--- config.mk ---
export PLATFORM = sky130hd
export DESIGN_NAME = two_channel_pid_controller
export DESIGN_NICKNAME = d
export VERILOG_FILES = /design/src/rtl/tcpid_pkg.sv /design/src/rtl/tcpid_cfg.sv /design/src/rtl/tcpid_integ.sv /design/src/rtl/tcpid_calc.sv /design/src/rtl/two_channel_pid_controller.sv
export VERILOG_INCLUDE_DIRS = /design/src /design/src/rtl
export SDC_FILE = /design/constraint.sdc
export NUM_CORES = 2
export LEC_CHECK = 0
export BUFFER_PORTS_ARGS = -buffer_cell sky130_fd_sc_hd__buf_2
export CAP_MARGIN = 5
export CORE_ASPECT_RATIO = 0.9
export CORE_UTILIZATION = 30
export DETAILED_ROUTE_END_ITERATION = 12
export SYNTH_ARGS = -nofsm -noshare
export SYNTH_HDL_FRONTEND = slang
export SYNTH_SLANG_ARGS = --single-unit
--- constraint.sdc ---
create_clock -name clk -period 8.2 [get_ports clk]
set_input_delay 1.64 -clock clk [delete_from_list [all_inputs] [get_ports clk]]
set_output_delay 1.64 -clock clk [all_outputs]
set_load 0.02 [all_outputs]
--- src/rtl/two_channel_pid_controller_macros.svh ---
// Assertion macros shared by the controller RTL.
// Each macro expects signals named clk and arst_n in the scope where it is used.
`ifndef TWO_CHANNEL_PID_CONTROLLER_MACROS_SVH
`define TWO_CHANNEL_PID_CONTROLLER_MACROS_SVH

// Same-cycle implication, checked outside reset.
`define TCPID_ASSERT_IMP(name, ante, cons) \
	name: assert property (@(posedge clk) disable iff (!arst_n) (ante) |-> (cons)) \
		else $error("tcpid assertion failed");

// Next-cycle implication, checked outside reset.
`define TCPID_ASSERT_NXT(name, ante, cons) \
	name: assert property (@(posedge clk) disable iff (!arst_n) (ante) |=> (cons)) \
		else $error("tcpid assertion failed");

`endif

--- src/rtl/tcpid_pkg.sv ---
`default_nettype none

package tcpid_pkg;

	localparam int GAIN_W = 16;
	localparam int POS_W = 16;
	localparam int DIFF_W = POS_W + 1;
	localparam int ELIM_W = 18;
	localparam int SUM_W = 32;
	localparam int CFG_DATA_W = 32;
	localparam int DRIVE_W = 32;

	typedef enum logic [2:0] {
		REG_KP_JOINT0 = 3'd0,
		REG_KI_JOINT0 = 3'd1,
		REG_KD_JOINT0 = 3'd2,
		REG_KP_JOINT1 = 3'd3,
		REG_KI_JOINT1 = 3'd4,
		REG_KD_JOINT1 = 3'd5,
		REG_ERROR_LIMIT = 3'd6,
		REG_SUM_LIMIT = 3'd7
	} reg_index_t;

	typedef struct packed {
		logic signed [GAIN_W-1:0] kp;
		logic signed [GAIN_W-1:0] ki;
		logic signed [GAIN_W-1:0] kd;
	} gains_t;

	typedef struct packed {
		gains_t [1:0] gains;
		logic signed [ELIM_W-1:0] error_limit;
		logic signed [SUM_W-1:0] sum_limit;
	} cfg_t;

	typedef struct packed {
		logic joint;
		logic signed [POS_W-1:0] set_point;
		logic signed [POS_W-1:0] measured_position;
	} sample_t;

	// Operands handed from the integrator stage to the multiply stage.
	typedef struct packed {
		logic signed [DIFF_W-1:0] err;
		logic signed [DIFF_W-1:0] vel;
		logic signed [SUM_W-1:0] sum;
		gains_t gains;
	} operands_t;

endpackage

`default_nettype wire

--- src/rtl/tcpid_cfg.sv ---
`default_nettype none

module tcpid_cfg (
	input wire logic clk,
	input wire logic arst_n,
	input wire logic cfg_we,
	input wire logic [2:0] cfg_index,
	input wire logic [tcpid_pkg::CFG_DATA_W-1:0] cfg_wdata,
	output tcpid_pkg::cfg_t cfg
);

	tcpid_pkg::cfg_t cfg_q;

	always_ff @(posedge clk or negedge arst_n) begin
		if (!arst_n) begin
			cfg_q <= '0;
		end else if (cfg_we) begin
			unique case (cfg_index)
				tcpid_pkg::REG_KP_JOINT0: cfg_q.gains[0].kp <= cfg_wdata[tcpid_pkg::GAIN_W-1:0];
				tcpid_pkg::REG_KI_JOINT0: cfg_q.gains[0].ki <= cfg_wdata[tcpid_pkg::GAIN_W-1:0];
				tcpid_pkg::REG_KD_JOINT0: cfg_q.gains[0].kd <= cfg_wdata[tcpid_pkg::GAIN_W-1:0];
				tcpid_pkg::REG_KP_JOINT1: cfg_q.gains[1].kp <= cfg_wdata[tcpid_pkg::GAIN_W-1:0];
				tcpid_pkg::REG_KI_JOINT1: cfg_q.gains[1].ki <= cfg_wdata[tcpid_pkg::GAIN_W-1:0];
				tcpid_pkg::REG_KD_JOINT1: cfg_q.gains[1].kd <= cfg_wdata[tcpid_pkg::GAIN_W-1:0];
				tcpid_pkg::REG_ERROR_LIMIT: begin
					cfg_q.error_limit <= cfg_wdata[tcpid_pkg::ELIM_W-1:0];
				end
				tcpid_pkg::REG_SUM_LIMIT: begin
					cfg_q.sum_limit <= cfg_wdata[tcpid_pkg::SUM_W-1:0];
				end
				default: begin
					cfg_q <= cfg_q;
				end
			endcase
		end
	end

	assign cfg = cfg_q;

endmodule

`default_nettype wire

--- src/rtl/tcpid_integ.sv ---
`default_nettype none

module tcpid_integ (
	input wire logic clk,
	input wire logic arst_n,
	input tcpid_pkg::cfg_t cfg,
	input tcpid_pkg::sample_t sample_s1,
	input wire logic state_we,
	input wire logic op_load,
	output tcpid_pkg::operands_t op_s2
);

	logic signed [tcpid_pkg::POS_W-1:0] last_pos_q [2];
	logic signed [tcpid_pkg::SUM_W-1:0] error_sum_q [2];

	logic signed [tcpid_pkg::DIFF_W-1:0] err;
	logic signed [tcpid_pkg::DIFF_W-1:0] vel;
	logic signed [tcpid_pkg::SUM_W-1:0] sum_old;
	logic signed [tcpid_pkg::SUM_W:0] sum_try;
	logic signed [tcpid_pkg::SUM_W:0] sum_limit_x;
	logic signed [tcpid_pkg::ELIM_W-1:0] err_x;
	logic signed [tcpid_pkg::SUM_W-1:0] sum_sat;
	logic signed [tcpid_pkg::SUM_W-1:0] sum_new;
	logic accumulate;

	always_comb begin
		sum_old = error_sum_q[sample_s1.joint];
		err = $signed({sample_s1.set_point[tcpid_pkg::POS_W-1], sample_s1.set_point})
			- $signed({sample_s1.measured_position[tcpid_pkg::POS_W-1],
				sample_s1.measured_position});
		vel = $signed({sample_s1.measured_position[tcpid_pkg::POS_W-1],
				sample_s1.measured_position})
			- $signed({last_pos_q[sample_s1.joint][tcpid_pkg::POS_W-1],
				last_pos_q[sample_s1.joint]});
		err_x = $signed({{(tcpid_pkg::ELIM_W - tcpid_pkg::DIFF_W){err[tcpid_pkg::DIFF_W-1]}},
			err});
		sum_try = $signed({{(tcpid_pkg::SUM_W + 1 - tcpid_pkg::DIFF_W){err[tcpid_pkg::DIFF_W-1]}},
			err}) + $signed({sum_old[tcpid_pkg::SUM_W-1], sum_old});
		sum_limit_x = $signed({cfg.sum_limit[tcpid_pkg::SUM_W-1], cfg.sum_limit});
		accumulate = (err_x < cfg.error_limit) && (sum_try < sum_limit_x);
		// Clamp the sum to signed 32 bits when the top two bits disagree.
		if (sum_try[tcpid_pkg::SUM_W] != sum_try[tcpid_pkg::SUM_W-1]) begin
			sum_sat = sum_try[tcpid_pkg::SUM_W]
				? {1'b1, {(tcpid_pkg::SUM_W-1){1'b0}}}
				: {1'b0, {(tcpid_pkg::SUM_W-1){1'b1}}};
		end else begin
			sum_sat = sum_try[tcpid_pkg::SUM_W-1:0];
		end
		sum_new = accumulate ? sum_sat : sum_old;
	end

	always_ff @(posedge clk or negedge arst_n) begin
		if (!arst_n) begin
			last_pos_q[0] <= '0;
			last_pos_q[1] <= '0;
			error_sum_q[0] <= '0;
			error_sum_q[1] <= '0;
		end else if (state_we) begin
			last_pos_q[sample_s1.joint] <= sample_s1.measured_position;
			error_sum_q[sample_s1.joint] <= sum_new;
		end
	end

	always_ff @(posedge clk) begin
		if (op_load) begin
			op_s2.err <= err;
			op_s2.vel <= vel;
			op_s2.sum <= sum_new;
			op_s2.gains <= cfg.gains[sample_s1.joint];
		end
	end

endmodule

`default_nettype wire

--- src/rtl/tcpid_calc.sv ---
`default_nettype none

module tcpid_calc (
	input wire logic clk,
	input tcpid_pkg::operands_t op_s2,
	input wire logic prod_load,
	input wire logic out_load,
	output logic [tcpid_pkg::DRIVE_W-1:0] drive_value_q
);

	localparam int P_W = tcpid_pkg::DIFF_W + tcpid_pkg::GAIN_W;
	localparam int I_W = tcpid_pkg::SUM_W + tcpid_pkg::GAIN_W;
	localparam int TOT_W = I_W + 2;
	localparam int Q_W = TOT_W - 8;

	logic signed [tcpid_pkg::DIFF_W-1:0] err;
	logic signed [tcpid_pkg::DIFF_W-1:0] vel;
	logic signed [tcpid_pkg::SUM_W-1:0] sum;
	logic signed [tcpid_pkg::GAIN_W-1:0] kp;
	logic signed [tcpid_pkg::GAIN_W-1:0] ki;
	logic signed [tcpid_pkg::GAIN_W-1:0] kd;

	logic signed [P_W-1:0] p_term_s3;
	logic signed [P_W-1:0] d_term_s3;
	logic signed [I_W-1:0] i_term_s3;

	logic signed [TOT_W-1:0] total;
	logic signed [TOT_W-1:0] total_adj;
	logic signed [Q_W-1:0] quot;
	logic [tcpid_pkg::DRIVE_W-1:0] drive_sat;

	assign err = op_s2.err;
	assign vel = op_s2.vel;
	assign sum = op_s2.sum;
	assign kp = op_s2.gains.kp;
	assign ki = op_s2.gains.ki;
	assign kd = op_s2.gains.kd;

	always_ff @(posedge clk) begin
		if (prod_load) begin
			p_term_s3 <= err * kp;
			d_term_s3 <= vel * kd;
			i_term_s3 <= sum * ki;
		end
	end

	always_comb begin
		total = $signed({{(TOT_W - P_W){p_term_s3[P_W-1]}}, p_term_s3})
			+ $signed({{(TOT_W - P_W){d_term_s3[P_W-1]}}, d_term_s3})
			+ $signed({{(TOT_W - I_W){i_term_s3[I_W-1]}}, i_term_s3});
		// Divide by 256 rounding toward zero: bias negative values before the shift.
		total_adj = total + $signed({{(TOT_W - 8){1'b0}}, {8{total[TOT_W-1]}}});
		quot = total_adj[TOT_W-1:8];
		if ((&quot[Q_W-1:tcpid_pkg::DRIVE_W-1]) || !(|quot[Q_W-1:tcpid_pkg::DRIVE_W-1])) begin
			drive_sat = quot[tcpid_pkg::DRIVE_W-1:0];
		end else if (quot[Q_W-1]) begin
			drive_sat = {1'b1, {(tcpid_pkg::DRIVE_W-1){1'b0}}};
		end else begin
			drive_sat = {1'b0, {(tcpid_pkg::DRIVE_W-1){1'b1}}};
		end
	end

	always_ff @(posedge clk) begin
		if (out_load) begin
			drive_value_q <= drive_sat;
		end
	end

endmodule

`default_nettype wire

--- src/rtl/two_channel_pid_controller.sv ---
// Channel   Port group          Contents
// input     s_tvalid/s_tready   tdata: set_point, measured_position; tuser: joint
// output    m_tvalid/m_tready   tdata: drive_value
// config    cfg_we/cfg_index    cfg_wdata, eight registers, write only
//
// One word is accepted per cycle while s_tready is high.
// The pipeline is input register, integrator, multipliers, and output register.
// The integrator updates the per-joint state as a word leaves the input register,
// so words for the same joint may follow each other without gaps.
// Reset clears gains, limits, last positions and error sums.
// On an output stall, empty stages still fill; s_tready falls only when all four are full.
`default_nettype none

`include "two_channel_pid_controller_macros.svh"

module two_channel_pid_controller (
	input wire logic clk,
	input wire logic arst_n,
	input wire logic s_tvalid,
	output logic s_tready,
	input wire logic [31:0] s_tdata, // set_point [15:0], measured_position [31:16]
	input wire logic [0:0] s_tuser, // joint [0]
	output logic m_tvalid,
	input wire logic m_tready,
	output logic [31:0] m_tdata, // drive_value [31:0]
	input wire logic cfg_we,
	input wire logic [2:0] cfg_index,
	input wire logic [tcpid_pkg::CFG_DATA_W-1:0] cfg_wdata
);

	tcpid_pkg::cfg_t cfg;
	tcpid_pkg::sample_t sample_s1;
	tcpid_pkg::operands_t op_s2;

	logic in_valid_s1;
	logic op_valid_s2;
	logic prod_valid_s3;
	logic out_valid_q;

	logic in_load;
	logic op_load;
	logic prod_load;
	logic out_load;

	assign out_load = !out_valid_q || m_tready;
	assign prod_load = !prod_valid_s3 || out_load;
	assign op_load = !op_valid_s2 || prod_load;
	assign in_load = !in_valid_s1 || op_load;

	assign s_tready = in_load;
	assign m_tvalid = out_valid_q;

	always_ff @(posedge clk or negedge arst_n) begin
		if (!arst_n) begin
			in_valid_s1 <= 1'b0;
			op_valid_s2 <= 1'b0;
			prod_valid_s3 <= 1'b0;
			out_valid_q <= 1'b0;
		end else begin
			if (in_load) begin
				in_valid_s1 <= s_tvalid;
			end
			if (op_load) begin
				op_valid_s2 <= in_valid_s1;
			end
			if (prod_load) begin
				prod_valid_s3 <= op_valid_s2;
			end
			if (out_load) begin
				out_valid_q <= prod_valid_s3;
			end
		end
	end

	always_ff @(posedge clk) begin
		if (in_load) begin
			sample_s1.joint <= s_tuser[0];
			sample_s1.set_point <= s_tdata[15:0];
			sample_s1.measured_position <= s_tdata[31:16];
		end
	end

	tcpid_cfg u_cfg (
		.clk(clk),
		.arst_n(arst_n),
		.cfg_we(cfg_we),
		.cfg_index(cfg_index),
		.cfg_wdata(cfg_wdata),
		.cfg(cfg)
	);

	tcpid_integ u_integ (
		.clk(clk),
		.arst_n(arst_n),
		.cfg(cfg),
		.sample_s1(sample_s1),
		.state_we(op_load && in_valid_s1),
		.op_load(op_load),
		.op_s2(op_s2)
	);

	tcpid_calc u_calc (
		.clk(clk),
		.op_s2(op_s2),
		.prod_load(prod_load),
		.out_load(out_load),
		.drive_value_q(m_tdata)
	);

	`TCPID_ASSERT_IMP(a_ready_when_out_empty, !out_valid_q, s_tready)
	`TCPID_ASSERT_IMP(a_stall_only_when_full, !s_tready,
		in_valid_s1 && op_valid_s2 && prod_valid_s3 && out_valid_q && !m_tready)
	`TCPID_ASSERT_NXT(a_product_reaches_out, prod_valid_s3 && out_load, out_valid_q)

endmodule

`default_nettype wire
* Yosys cells after proc, flatten, opt, wreduce, memory -nomap -nowiden
Cells that the tools add are included.
** Word-level totals
- Bits of input ports :: 73
- Memories kept :: 0
- Flip-flop bits (word level) :: 539
- Bits in read-only memories :: 0
- Output and inout port bits :: 34
- Bits in latches :: 0
- Bits in writable memories :: 0
- Logic and storage cells :: 95
** Cells by class
- $lt $le $gt $ge :: 5
- Mux-type cells :: 19
- Multipliers :: 3
- Eq/ne operators :: 8
- Bitwise logic cells :: 1
- Shift operators :: 0
- Reduce and logical (&&, ||, !) cells :: 24
- $add $sub $neg :: 6
- Div/mod/pow operators :: 0
** Operators with widths (count)
- $mux W32 :: 9
- $mux W48 :: 2
- $mul A17 B16 Y33 :: 2
- $bwmux W64 :: 1
- $mux W16 :: 4
- $add A50 B9 Y50 :: 1
- $add A34 B48 Y49 :: 1
- $mul A32 B16 Y48 :: 1
- $add A33 B33 Y34 :: 1
- $sub A16 B16 Y17 :: 2
- $add A17 B32 Y33 :: 1
- $lt A33 B32 Y1 :: 1
- $bwmux W32 :: 1
- $demux W32 S1 :: 1
- $lt A17 B18 Y1 :: 1
- $demux W16 S1 :: 1
- $reduce_and A2 Y1 :: 8
- $eq A3 B3 Y1 const B :: 4
- $reduce_and A11 Y1 :: 1
- $reduce_or A11 Y1 :: 1
- $eq A3 B2 Y1 const B :: 2
- $logic_not A1 Y1 :: 5
- $logic_or A1 B1 Y1 :: 5
- $eq A3 B1 Y1 const B :: 1
- other kinds (7) :: 9

* Depth between registers and ports, before layout
- Word-level depth :: 9
- Depth in mapped cells :: 34
- Depth with buffers taken out :: 33

* Hierarchy
From an unflattened synthesis, not the netlist that was laid out.
** Second synthesis, totals
- Cells, all modules :: 6714
- Area, all modules :: 67198.2 sq um
** By module, submodules not included
- tcpid_calc :: area an instance 46739.8 sq um, cells an instance 4970, times used 1, sequential area each 4384.2 sq um
- tcpid_integ :: area an instance 13713.2 sq um, cells an instance 1379, times used 1, sequential area each 5825.6 sq um
- tcpid_cfg :: area an instance 5582.9 sq um, cells an instance 317, times used 1, sequential area each 3653.5 sq um
- two_channel_pid_controller :: area an instance 1162.4 sq um, cells an instance 48, times used 1, sequential area each 1091.0 sq um

* Worst setup path before layout
OpenSTA, ideal clock, no wires.
- Path kind :: reg-to-reg
- Start :: register sample_s1[32] (netlist name)
- End :: register u_integ.op_s2[55] (netlist name)
- Clock period less this slack :: 7357 ps
- Setup slack :: 843 ps
- Path buffers :: 8
- Arrival :: 7098 ps
- Stages on the path, launching flop included :: 30
- Library setup time :: 259 ps
- Required time :: 7941 ps
- Path through :: edfxtp_1 > clkbuf_1 > clkbuf_1 > buf_1 > clkbuf_1 > clkbuf_1 > mux2i_1 > inv_1 > ha_1 > a21oi_1 > o211ai_1 > o2bb2ai_1 > a2111oi_1 > nor2_1 > o211ai_1 > a221o_1 > a21o_1 > a211oi_2 > o21a_1 > nor2_2 > buf_2 > ha_1 > and3_1 > a221o_1 > a21oi_1 > o211a_1 > clkbuf_1 > buf_1 > mux2i_1 > inv_1
** Between the ends
- Cells in the longest elaborated chain, start to end :: 8
- Elaborated cells between the ends (all ways) :: 11
- Those cells by class :: add/sub (1); order compare (1); eq/ne (1); mux (6); bitwise (1); reduce/logical (1)
** RTL lines
- $not A1 Y2 (implied by the code) * :: line tcpid_integ.sv:27 : sum_old = error_sum_q[sample_s1.joint];
- $mux W32 (implied by the code) * (3 in a row) :: line tcpid_integ.sv:27
- $add A17 B32 Y33 :: line tcpid_integ.sv:38 : err}) + $signed({sum_old[tcpid_pkg::SUM_W-1], sum_old});
- $lt A33 B32 Y1 (tied with other cells) :: line tcpid_integ.sv:40 : accumulate = (err_x < cfg.error_limit) && (sum_try < sum_limit_x);
- $logic_and A1 B1 Y1 / $mux W32 (equally long branches) :: line tcpid_integ.sv:40, tcpid_integ.sv:42
- $mux W32 * :: line tcpid_integ.sv:49 : sum_new = accumulate ? sum_sat : sum_old;
- via u_integ.sum_new (one bit) :: line tcpid_integ.sv:23 : logic signed [tcpid_pkg::SUM_W-1:0] sum_new;
Mark *: on every way through the listed nets, which the timed path passes. The rest lies on a longest branch. The select of a mux whose other input is x is not followed.
A chain may end at the register's enable or synchronous reset.

* Worst setup path in the final report
- Start :: register u_integ.op_s2[27] (netlist name)
- End :: register u_calc.i_term_s3[44], data pin
** Between the ends
- Cells in the longest elaborated chain, start to end :: 1
** RTL lines
- $mul A32 B16 Y48 :: line tcpid_calc.sv:43 : i_term_s3 <= sum * ki;
- end signal: assignment :: line tcpid_calc.sv:43
- end: declaration :: line tcpid_calc.sv:25 : logic signed [I_W-1:0] i_term_s3;
Every way passes these cells.

==> impl_metrics.ini <==
[outcome]
status = completed

[clocking]
cts_hold_buf = 0
numCtsBuffers = 61
cts.sink_count = 539
cts-root-buf = clkbuf_16
cts_buffer_depth = 3
cts_max_level = 2
clkTransAtPathRegs_ns = 0.06
cts_tree = done
worstSkewPairLatency_ns = 0.69

[placed_design]
gp_congestion = 0.8931
dp_hpwl_um = 147400
io_buffers = 106

[die]
initial_core_util_pct = 30.34
core_um2 = 220300
die_area_um2 = 224700
die_y_um = 449.8
ios = 107
rows = 163
die_x_um = 499.5

[logic_synthesis]
synth.area.top_cells = fa_1 33%, edfxtp_1 13%, dfrtp_1 9.2%, ha_1 8.1%, inv_1 7.1%
synthArstFlopShare_pct = 45.64
synth-edff-count = 293
ys_ff_latch = 539
synth_warnings = 0
synth_cells = 6654
synth.distinct_cells = 102
synth_ff_type = edfxtp_1
avgSynthCellArea_um2 = 10.04
yosysTopAreaCell = fa_1
yosysSeqAreaShare_pct = 22.38
synth_nets = 8247
synth_top_cell_area_share_pct = 32.65
netlist_area_um2 = 66830

[drt]
drc = 0
via_per_inst = 4.782
route.antenna.remaining_nets = 0
routed_wl_um = 179300
drtIter0Drc = 3388
dr_total_vias = 46160
dr.pass1.iters = 6
wl_per_cell_um = 18.57

[final_layout]
final-seq-area_um2 = 14950
area_delta_synth_final_pct = 9.726
final.fill_count = 22350
multiInputGateArea_um2 = 46340
final_common_cell = inv_1
nNetsFinal = 8304
final_cell_mix = 1256 x inv_1, 1090 x fa_1, 839 x nand2_1
drive_gt1_share_pct = 9.728

[sta]
tns_ns = 0
report.final.setup_viol = 0
fin_skew_ns = 0.02848
slew_headroom_pct = 19.45
slew_violations = 0
finalCritPeriodShare_pct = 96.68
fmax_mhz = 126.1
worst_slew_pin_slew_ns = 1.200
finalCriticalPeriod_ns = 7.928
rsz0062_at_grt = no
final-hold-violation-count = 0

[critical_path]
endpoint_kind = flop
cp_data_arrival_time_ns = 8.33
startpoint_type = flop
path_common_cell = fa_1
critical-path-max-stage-delay_ns = 0.62
slowest_stage = edfxtp_1
crit_type = reg -> reg
critPathRequiredTime_ns = 8.61
crit_fanout = 23

[grt]
grt_pass1_wl_um = 282200
antenna_found_initial = 15
grt_usage_pct = 16.02
grt_overflow = 0
grt_start_max_net_pins = 173
grt_pass1_vias = 48490

[worst_hold_path]
min_path_type = reg -> reg

[flow_run]
maxCapViolCount = 0
## final timing paths
kind	start	endpoint	slack, ns	cells after the start
setup reg to reg	u_integ.op_s2[27]	u_calc.i_term_s3[44]	0.27	26
hold reg to reg	u_integ.error_sum_q[6]	u_integ.error_sum_q[6]	0.48	2
hold / removal	u_integ.error_sum_q[6]	u_integ.error_sum_q[6]	0.48	2
min in group asynchronous	arst_n	u_integ.last_pos_q[10]	0.92	1
setup / recovery	u_integ.op_s2[27]	u_calc.i_term_s3[44]	0.27	26
max in group asynchronous	arst_n	u_cfg.cfg[67]	5.84	2
## per-stage QoR
step / util, % / cells / area (um2) / worst slack [ns] / hold WS (ns)
3_5_place_dp: 32.19 / 9515 / 70910 / 0.07921 / 0.4675
6_report: 33.29 / 9652 / 73330 / 0.2721 / 0.4779
4_1_cts: 33.17 / 9631 / 73070 / 0.03887 / 0.4817
5_1_grt: 33.29 / 9651 / 73330 / 0.03223 / 0.5040
3_3_place_gp: 32.19 / 9515 / 70910 / 0.1063 / 0.4571
2_1_floorplan: - / 6654 / 66830 / 0.8434 / 0.4444
## critical path: cells and delay by family, from the launching register on
kind,cells,cell delay (ns)
adders and majority gates,7,3.38
AOI/OAI and AO/OA,8,1.96
and+or+nand+nor,6,1.10
DFF,1,0.62
buffers and inverters,4,0.48
xor gates and xnor gates,1,0.11
## synth_stat cells (187+ instances only)
cell	instances
inv_1	1256
fa_1	1090
nand2_1	840
ha_1	430
and2_1	372
edfxtp_1	293
dfrtp_1	246
mux2_2	232
clkbuf_1	214
nor2_1	204
a21oi_1	194
o21ai_0	187
## layout make-up
| type | count | area share, % |
|---|---|---|
| clock inverter | 39 | 0.6262 |
| sequential | 539 | 20.39 |
| tap | 2887 | 4.926 |
| inverter | 1257 | 6.434 |
| antenna | 1 | 0.003412 |
| timing repair buffer | 234 | 2.116 |
| clock buffer | 77 | 2.317 |
| multi-input combinational | 4618 | 63.19 |
## repair_timing
| action | 4_1_cts | 5_1_grt |
|---|---|---|
| setup buffers | 0 | 20 |
| hold endpoints to repair | 0 | 0 |
| gates resized for setup | 0 | 16 |
| setup endpoints to repair | 0 | 98 |
## flip-flops by register name (all words and copies together), names as in the netlist
register / flops
in_valid_s1: 1
m_tvalid: 1
op_valid_s2: 1
prod_valid_s3: 1
sample_s1: 33
u_calc.d_term_s3: 33
u_calc.drive_value_q: 32
u_calc.i_term_s3: 48
u_calc.p_term_s3: 33
u_cfg.cfg: 146
u_integ.error_sum_q: 64
u_integ.last_pos_q: 32
u_integ.op_s2: 114
## cells by family (layout without fill, tap and decap cells)
logic type      after synthesis  count (layout)  synth area share, %
buf+inv                    1497            1607                8.499
fa+ha+maj                  1532            1532                40.88
xor+xnor                    240             240                3.145
other cells                   0               1                    0
simple gates               1786            1786                12.86
mux                         277             277                4.590
flops                       539             539                22.38
compound gates              783             783                7.655
## metal layers
metal	global-route usage, %	vias to the layer above	wire length [um]
met5	0	-	27
met4	3.686	4	4288
met3	3.308	206	14320
met2	24.13	1449	77200
met1	23.38	23400	83420
li1	-	21100	-
Power is not shown: default switching activity piles up to over one toggle a cycle in this logic, so the estimate is an artifact.
